==> src/rtl/core/fsd_pkg.sv <==
package fsd_pkg;

    localparam int GREY_W       = 8;
    localparam int ERR_W        = 8;
    localparam int COLUMN_OUT_W = 7;
    localparam int ROW_OUT_W    = 6;

    localparam logic [GREY_W-1:0] THRESHOLD_RESET = 8'd128;
    localparam logic [GREY_W-1:0] GREY_MAX        = 8'hFF;

    typedef struct packed {
        logic [GREY_W-1:0] grey_level;
        logic              frame_start;
    } in_word_t;

    typedef struct packed {
        logic                    pixel_on;
        logic [COLUMN_OUT_W-1:0] column;
        logic [ROW_OUT_W-1:0]    row;
        logic                    frame_end;
    } out_word_t;

    // Signed divide by 16 that truncates toward zero.
    function automatic logic signed [11:0] div16(input logic signed [11:0] x);
        logic signed [11:0] biased;
        biased = x + (x[11] ? 12'sd15 : 12'sd0);
        return biased >>> 4;
    endfunction

    // Saturate a 9-bit signed sum to the 8-bit signed error range.
    function automatic logic signed [ERR_W-1:0] sat8(input logic signed [8:0] x);
        logic signed [ERR_W-1:0] result;
        if (x > 9'sd127)
        begin
            result = 8'sd127;
        end
        else if (x < -9'sd128)
        begin
            result = -8'sd128;
        end
        else
        begin
            result = x[7:0];
        end
        return result;
    endfunction

endpackage

==> src/rtl/core/fsd_line_ram.sv <==
module fsd_line_ram #(
    parameter int ADDR_W = 8,
    parameter int DATA_W = 8
) (
    input  logic              clk,
    input  logic              we,
    input  logic [ADDR_W-1:0] wr_addr,
    input  logic [DATA_W-1:0] wr_data,
    input  logic              rd_en,
    input  logic [ADDR_W-1:0] rd_addr,
    output logic [DATA_W-1:0] rd_data
);

    localparam int DEPTH = 2 ** ADDR_W;

    logic [DATA_W-1:0] mem [0:DEPTH-1];
    logic [DATA_W-1:0] rd_data_reg;

    always_ff @(posedge clk)
    begin
        if (we)
        begin
            mem[wr_addr] <= wr_data;
        end
    end

    // A read of the address being written returns the new data.
    always_ff @(posedge clk)
    begin
        if (rd_en)
        begin
            if (we && (wr_addr == rd_addr))
            begin
                rd_data_reg <= wr_data;
            end
            else
            begin
                rd_data_reg <= mem[rd_addr];
            end
        end
    end

    assign rd_data = rd_data_reg;

endmodule

==> src/rtl/core/floyd_steinberg_dither_top.sv <==
// Floyd-Steinberg ditherer: takes one 8-bit grey pixel per word in raster order
// (LINE_WIDTH pixels per row, FRAME_HEIGHT rows per frame) and returns one word
// per pixel with the on/off bit, its column and row, and a frame_end flag on the
// last pixel of the frame. A pixel marked frame_start begins a new frame at row 0,
// column 0 with all diffused error cleared; after the last pixel of a frame the
// position wraps and the error is cleared the same way. The block takes a new word
// every clock while the output side is not stalled. Each accepted pixel is
// registered with its line memory entry, and its error arithmetic is then
// registered into the output register once the output side is not stalled.
// The error lines live in a single two-bank memory of 2 * 2**clog2(LINE_WIDTH)
// signed 8-bit entries with one read and one write port; no clearing pass is
// needed after reset because row 0 ignores what it reads from the memory and
// every row rewrites each entry that the next row reads from the memory.
// The threshold register (reset value 128) is written through cfg_we/cfg_data
// and must only be changed while no pixel is in flight.
module floyd_steinberg_dither_top #(
    parameter int LINE_WIDTH   = 128,
    parameter int FRAME_HEIGHT = 64
) (
    input  logic              clk,
    input  logic              rst_n,
    input  logic              in_valid,
    output logic              in_stall,
    input  fsd_pkg::in_word_t in_word,
    output logic              out_valid,
    input  logic              out_stall,
    output fsd_pkg::out_word_t out_word,
    input  logic              cfg_we,
    input  logic [7:0]        cfg_data
);

    import fsd_pkg::*;

    localparam int COL_W  = $clog2(LINE_WIDTH);
    localparam int ROW_W  = (FRAME_HEIGHT > 1) ? $clog2(FRAME_HEIGHT) : 1;
    localparam int ADDR_W = COL_W + 1;

    localparam logic [COL_W-1:0] LAST_COL = COL_W'(LINE_WIDTH - 1);
    localparam logic [ROW_W-1:0] LAST_ROW = ROW_W'(FRAME_HEIGHT - 1);

    // Pixel held in the arithmetic stage while its line entry is read.
    typedef struct packed {
        logic [GREY_W-1:0] grey;
        logic [COL_W-1:0]  col;
        logic [ROW_W-1:0]  row;
        logic              first_col;
        logic              first_row;
        logic              last_col;
        logic              frame_end;
    } stage_t;

    // ------------------------------------------------------------------
    // Handshake and registers
    // ------------------------------------------------------------------
    logic [GREY_W-1:0] threshold_reg, threshold_next;
    logic [COL_W-1:0]  col_cnt_reg, col_cnt_next;
    logic [ROW_W-1:0]  row_cnt_reg, row_cnt_next;

    logic   s1_valid_reg, s1_valid_next;
    stage_t s1_reg, s1_next;

    logic      out_valid_reg, out_valid_next;
    out_word_t out_word_reg, out_word_next;

    // Running error for the pixel to the right and the two partial sums of the
    // next line entries that still wait for contributions.
    logic signed [ERR_W-1:0] right_err_reg, right_err_next;
    logic signed [ERR_W-1:0] part_prev_reg, part_prev_next;
    logic signed [ERR_W-1:0] part_cur_reg, part_cur_next;

    // The last entry of a row is written in the cycle after its pixel, when the port is free.
    logic              pend_valid_reg, pend_valid_next;
    logic [ADDR_W-1:0] pend_addr_reg, pend_addr_next;
    logic [ERR_W-1:0]  pend_data_reg, pend_data_next;

    logic accept;
    logic advance;

    assign advance  = s1_valid_reg && (!out_valid_reg || !out_stall);
    assign in_stall = s1_valid_reg && !advance;
    assign accept   = in_valid && !in_stall;

    assign out_valid = out_valid_reg;
    assign out_word  = out_word_reg;

    // ------------------------------------------------------------------
    // Position tracking at the input side
    // ------------------------------------------------------------------
    logic [COL_W-1:0] pos_col;
    logic [ROW_W-1:0] pos_row;
    logic             pos_last_col;
    logic             pos_last_row;

    always_comb
    begin
        pos_col      = in_word.frame_start ? '0 : col_cnt_reg;
        pos_row      = in_word.frame_start ? '0 : row_cnt_reg;
        pos_last_col = (pos_col == LAST_COL);
        pos_last_row = (pos_row == LAST_ROW);

        col_cnt_next = col_cnt_reg;
        row_cnt_next = row_cnt_reg;
        s1_next      = s1_reg;
        if (accept)
        begin
            if (pos_last_col)
            begin
                col_cnt_next = '0;
                row_cnt_next = pos_last_row ? '0 : pos_row + ROW_W'(1);
            end
            else
            begin
                col_cnt_next = pos_col + COL_W'(1);
                row_cnt_next = pos_row;
            end
            s1_next.grey      = in_word.grey_level;
            s1_next.col       = pos_col;
            s1_next.row       = pos_row;
            s1_next.first_col = (pos_col == '0);
            s1_next.first_row = (pos_row == '0);
            s1_next.last_col  = pos_last_col;
            s1_next.frame_end = pos_last_col && pos_last_row;
        end

        if (accept)
        begin
            s1_valid_next = 1'b1;
        end
        else if (advance)
        begin
            s1_valid_next = 1'b0;
        end
        else
        begin
            s1_valid_next = s1_valid_reg;
        end

        threshold_next = cfg_we ? cfg_data : threshold_reg;
    end

    // ------------------------------------------------------------------
    // Line memory: bank row[0] holds the errors read by row, the other bank
    // gathers the errors for the following row.
    // ------------------------------------------------------------------
    logic                    ram_we;
    logic [ADDR_W-1:0]       ram_wr_addr;
    logic [ERR_W-1:0]        ram_wr_data;
    logic [ERR_W-1:0]        ram_rd_data;
    logic                    reg_we;
    logic signed [ERR_W-1:0] below_left_val;

    fsd_line_ram #(
        .ADDR_W (ADDR_W),
        .DATA_W (ERR_W)
    ) u_line_ram (
        .clk     (clk),
        .we      (ram_we),
        .wr_addr (ram_wr_addr),
        .wr_data (ram_wr_data),
        .rd_en   (accept),
        .rd_addr ({pos_row[0], pos_col}),
        .rd_data (ram_rd_data)
    );

    // ------------------------------------------------------------------
    // Error arithmetic
    // ------------------------------------------------------------------
    logic signed [ERR_W-1:0] cur_eff;
    logic signed [ERR_W-1:0] right_eff;
    logic signed [ERR_W-1:0] prev_eff;
    logic signed [ERR_W-1:0] pcur_eff;
    logic signed [9:0]       adj_wide;
    logic [GREY_W-1:0]       adj;
    logic                    on;
    logic signed [8:0]       qerr;
    logic signed [11:0]      q_ext;
    logic signed [11:0]      share7;
    logic signed [11:0]      share5;
    logic signed [11:0]      share3;
    logic signed [11:0]      share1;
    logic signed [8:0]       below_left_sum;

    always_comb
    begin
        // Row 0 sees a cleared line; column 0 starts with no carried error.
        cur_eff   = s1_reg.first_row ? '0 : $signed(ram_rd_data);
        right_eff = s1_reg.first_col ? '0 : right_err_reg;
        prev_eff  = s1_reg.first_col ? '0 : part_prev_reg;
        pcur_eff  = s1_reg.first_col ? '0 : part_cur_reg;

        adj_wide = $signed({2'b00, s1_reg.grey})
                 + {{2{cur_eff[ERR_W-1]}}, cur_eff}
                 + {{2{right_eff[ERR_W-1]}}, right_eff};
        if (adj_wide[9])
        begin
            adj = '0;
        end
        else if (adj_wide[8])
        begin
            adj = GREY_MAX;
        end
        else
        begin
            adj = adj_wide[7:0];
        end

        on   = (adj >= threshold_reg);
        qerr = on ? $signed({1'b0, adj}) - $signed({1'b0, GREY_MAX})
                  : $signed({1'b0, adj});

        q_ext  = {{3{qerr[8]}}, qerr};
        share7 = div16(q_ext * 12'sd7);
        share5 = div16(q_ext * 12'sd5);
        share3 = div16(q_ext * 12'sd3);
        share1 = div16(q_ext);

        // Entry below-left is complete once this pixel adds its share.
        below_left_sum = {prev_eff[ERR_W-1], prev_eff} + share3[8:0];
        below_left_val = sat8(below_left_sum);

        part_prev_next = pcur_eff + share5[7:0];
        part_cur_next  = share1[7:0];
        right_err_next = s1_reg.last_col ? '0 : share7[7:0];

        out_word_next.pixel_on  = on;
        out_word_next.column    = COLUMN_OUT_W'(s1_reg.col);
        out_word_next.row       = ROW_OUT_W'(s1_reg.row);
        out_word_next.frame_end = s1_reg.frame_end;

        if (advance)
        begin
            out_valid_next = 1'b1;
        end
        else if (!out_stall)
        begin
            out_valid_next = 1'b0;
        end
        else
        begin
            out_valid_next = out_valid_reg;
        end

        reg_we = advance && !s1_reg.first_col;

        pend_valid_next = advance && s1_reg.last_col;
        pend_addr_next  = {~s1_reg.row[0], s1_reg.col};
        pend_data_next  = part_prev_next;

        // The pending write falls in a cycle in which the stage holds a column 0 pixel or none.
        ram_we = reg_we || pend_valid_reg;
        if (pend_valid_reg)
        begin
            ram_wr_addr = pend_addr_reg;
            ram_wr_data = pend_data_reg;
        end
        else
        begin
            ram_wr_addr = {~s1_reg.row[0], s1_reg.col - COL_W'(1)};
            ram_wr_data = below_left_val;
        end
    end

    // ------------------------------------------------------------------
    // Registers
    // ------------------------------------------------------------------
    always_ff @(posedge clk or negedge rst_n)
    begin
        if (!rst_n)
        begin
            threshold_reg  <= THRESHOLD_RESET;
            col_cnt_reg    <= '0;
            row_cnt_reg    <= '0;
            s1_valid_reg   <= 1'b0;
            out_valid_reg  <= 1'b0;
            pend_valid_reg <= 1'b0;
        end
        else
        begin
            threshold_reg  <= threshold_next;
            col_cnt_reg    <= col_cnt_next;
            row_cnt_reg    <= row_cnt_next;
            s1_valid_reg   <= s1_valid_next;
            out_valid_reg  <= out_valid_next;
            pend_valid_reg <= pend_valid_next;
        end
    end

    always_ff @(posedge clk)
    begin
        s1_reg <= s1_next;
        if (advance)
        begin
            out_word_reg  <= out_word_next;
            right_err_reg <= right_err_next;
            part_prev_reg <= part_prev_next;
            part_cur_reg  <= part_cur_next;
            pend_addr_reg <= pend_addr_next;
            pend_data_reg <= pend_data_next;
        end
    end

endmodule
==> config.mk <==
export PLATFORM = sky130hd
export DESIGN_NAME = floyd_steinberg_dither_top
export DESIGN_NICKNAME = d
export VERILOG_FILES = /design/src/rtl/core/fsd_pkg.sv /design/src/rtl/core/fsd_line_ram.sv /design/src/rtl/core/floyd_steinberg_dither_top.sv
export SDC_FILE = /design/constraint.sdc
export NUM_CORES = 2
export LEC_CHECK = 0
export BUFFER_PORTS_ARGS = -buffer_cell sky130_fd_sc_hd__buf_2
export CAP_MARGIN = 40
export CORE_AREA = 4 4 410 412
export DETAILED_ROUTE_END_ITERATION = 16
export DIE_AREA = 0 0 414 416
export GPL_ROUTABILITY_DRIVEN = 0
export HOLD_SLACK_MARGIN = 0.03
export PLACE_DENSITY_LB_ADDON = 0.12
export SETUP_SLACK_MARGIN = 0.3
export SYNTH_ARGS = -nofsm -noshare
export SYNTH_HDL_FRONTEND = slang
export SYNTH_SLANG_ARGS = --single-unit
==> constraint.sdc <==
create_clock -name clk -period 60.7 [get_ports clk]
set_clock_uncertainty 0.15 [all_clocks]
set_input_delay 3.035 -clock clk [delete_from_list [all_inputs] [get_ports clk]]
set_output_delay 3.035 -clock clk [all_outputs]
set_load 0.05 [all_outputs]
==> summary.md <==
| Metric | Value |
|---|---|
| FF+latch count, synth | `2,143` |
| Post-synth top area share | `71.9%` |
| FMAX | `between 60 and 70 MHz` |
| Critical Path Source Type | `register` |
| Core ar. | `164,000 um2` |
| Post-layout nets | `between 5,000 and 6,000` |
| Critical Path Fanout Max | `between 80 and 90` |
| Delay-heaviest family, CP | `compound AO/OA/AOI/OAI gates` |
| Clk root buf | `clkbuf_16` |
| Port bufs | `38` |
| Synth cell types | `76` |
| Final Max Tran Viols | `0` |
| Max reg flops | `just over 2,000` |
| GRT overflow | `0` |
| Worst-skew pair later-pin latency | `~0.84 ns` |
| CTS H-tree lvls | `4` |
| Arr. time, crit path | `approximately 16 ns` |
| Crit share post-route | `roughly 25%` |
| Largest net degree at the start of global routing | `roughly 180` |
| PostCTS Resize Cnt | `0` |
| CTS tree | `yes` |
| DRT antenna net count | `0` |
| I/O Pins | `39` |
| Die X | `a little over 400 um` |
| Routed vias | `around 51,000` |
| Drt wl/cell | `just under 30 um` |
| FFs w/ async S/R, synth | `1.12%` |
| Pre-antenna DRT Iters | `7` |
| Critical Path End Type | `register` |
| CTS hold repair buffers | `0` |
| Share of layout cells above drive strength 1 | `between 10% and 20%` |
| GR Util met1 | `between 30% and 40%` |
| Kind of critical path | `register to register` |
| Status | `completed` |
| Setup bufs post-CTS | `0` |
| Initial Utilization | `53.8%` |
| Tot GR Track Use | `26.9%` |
| RSZ-0062 raised after global routing | `false` |
| Worst Hold Class | `register to register` |
| Slew headroom | `roughly a third` |
| Row count | `approximately 150` |
| Residual DRC | `0` |
| Synth Net Count | `approximately 5,700` |
| CP required | `approximately 61 ns` |
| Final Hold Fails | `0` |
| Area contributors post-synth | `edfxtp_1, mux4_2, mux2_2, a21oi_1, mux2i_1` |
| Slew of the pin with the lowest slew margin | `0.973 ns` |
| Slowest cell on crit path | `buf_4` |
| WP buf/inv | `9` |
| Post-layout minimum cycle time | `15.28 ns` |
| Global-route wire length before repair | `346,000 um` |
| Post-DP HPWL | `139,000 um` |
| Total Wirelength | `~230,000 um` |
| Met3 Usage GRT | `under 10%` |
| Mean post-synth cell area | `16.0 um2` |
| Setup_tns | `0 ns` |
| Clock Tree Buf Depth | `3` |
| Seq/Total Area, Yosys | `approximately 73%` |
| DR iter-0 viols | `around 6,500` |
| Mapped Area | `88,400 um2` |
| Synthesis-to-finish area growth | `11.5%` |
| Main flop type after synthesis | `edfxtp_1` |
| Worst path max stage delay | `between 0.7 and 0.8 ns` |
| Clk pin slew, worst setup/hold paths | `roughly 0.060 ns` |
| Post-synth EDFFs | `2,119` |
| Number of max-cap violations | `0` |
| # setup viols final | `0` |
| Die ar. | `between 150,000 and 200,000 um2` |
| Number of clock sinks | `2,143` |
| Met2 usage | `41.4%` |
| Yosys warnings | `0` |
| Initial antenna violation count | `5` |
| Final cell utilization of the core | `roughly three fifths` |
| Largest area contributor in the netlist | `edfxtp_1` |
| CTS Buf Count | `between 200 and 250` |
| Die height | `roughly 420 um` |
| Vias per cell | `about 6.4` |
| Syn Inst Count | `5,520` |
| Vias in the first global route | `50,300` |
| Busiest layer in global routing | `met2` |
layout by cell type, fill, tap and decap left out, types with 19 or more instances in the layout:
cell and count:
xnor2_1 51, nor2b_1 43, a211oi_1 123, inv_1 89, a32oi_1 33, nand2b_1 26
mux2_2 210, xor2_1 27, clkinv_2 43, edfxtp_1 2119, buf_2 46, clkbuf_1 53
a221oi_1 79, o311ai_0 23, clkinv_1 58, clkbuf_16 217, mux2i_1 212, o21ai_0 258
fa_1 21, o221ai_1 188, buf_4 156, nand3_1 22, nor2_1 389, dfrtp_1 19
ha_1 88, mux4_2 158, a21oi_1 465, a21o_1 22, a311oi_1 34, nand2_1 225
o22ai_1 45
cell usage after synthesis (51+ instances only):
cell and number:
a21oi_1 467, a211oi_1 123, inv_1 90, mux4_2 158, ha_1 88, nor2_1 389
a221oi_1 79, buf_1 62, nand2_1 241, edfxtp_1 2119, mux2i_1 212, o221ai_1 188
clkbuf_1 291, mux2_2 211, xnor2_1 51, o21ai_0 263
metrics by stage:
| step | hold slack, ns | area [um2] | cells | setup slack (ns) |
|---|---|---|---|---|
| 5_1_grt | 0.274 | 98600 | 7957 | 44.28 |
| 6_report | 0.269 | 98600 | 7959 | 45.42 |
| 3_3_place_gp | 0.251 | 91000 | 7466 | 45.17 |
| 3_5_place_dp | 0.257 | 91900 | 7556 | 45.52 |
| 2_1_floorplan | 0.250 | 88400 | 5520 | 38.23 |
| 4_1_cts | 0.271 | 98600 | 7955 | 45.51 |
kinds of logic after synthesis:
family	after synthesis	synth area share, %
xor+xnor	79	0.791
compound gates	1341	9.83
mux	581	9.11
flops	2143	72.6
fa+ha+maj	113	1.77
simple gates	779	3.75
buf+inv	484	2.13
worst reg2reg max path: cells and delay by family (launching register included):
kind | cells | cell delay [ns]
compound gates | 22 | 5.96
xor+xnor | 2 | 0.56
fa+ha+maj | 10 | 3.39
buf+inv | 9 | 3.18
flops | 1 | 0.48
simple gates | 7 | 1.15
final cells by class:
cell class	instances	area [um2]
antenna	2	5.00
sequential	2143	64200
fill	12200	65800
clock buffer	270	5630
timing repair buffer	238	2040
tap	2189	2740
inverter	95	380
multi-input combinational	2893	22500
clock inverter	129	1050
final timing paths:
| check | start | endpoint | slack [ns] | cells after the start |
|---|---|---|---|---|
| min reg2reg | out_word_next[6]$_DFFE_PP_ | out_word[6]$_DFFE_PP_ | 0.27 | 0 |
| min in group asynchronous | rst_n | s1_valid_reg$_DFFE_PN0P_ | 2.08 | 1 |
| min | out_word_next[6]$_DFFE_PP_ | out_word[6]$_DFFE_PP_ | 0.27 | 0 |
| max in group asynchronous | rst_n | col_cnt_reg[1]$_DFFE_PN0P_ | 57.84 | 1 |
| max reg2reg | s1_reg[3]$_DFFE_PP_ | u_line_ram.mem[198][1]$_DFFE_PP_ | 45.42 | 50 |
| max | s1_reg[3]$_DFFE_PP_ | u_line_ram.mem[198][1]$_DFFE_PP_ | 45.42 | 50 |
routing by layer:
layer	vias to the layer above	wire [um]
met5	-	20
met3	428	20400
met4	2	7560
met2	2384	108000
met1	26200	97700
li1	22100	-
Power is left out: the tool's default activity adds up to more than one toggle a clock period on the data nets, which glitch-free logic cannot reach.
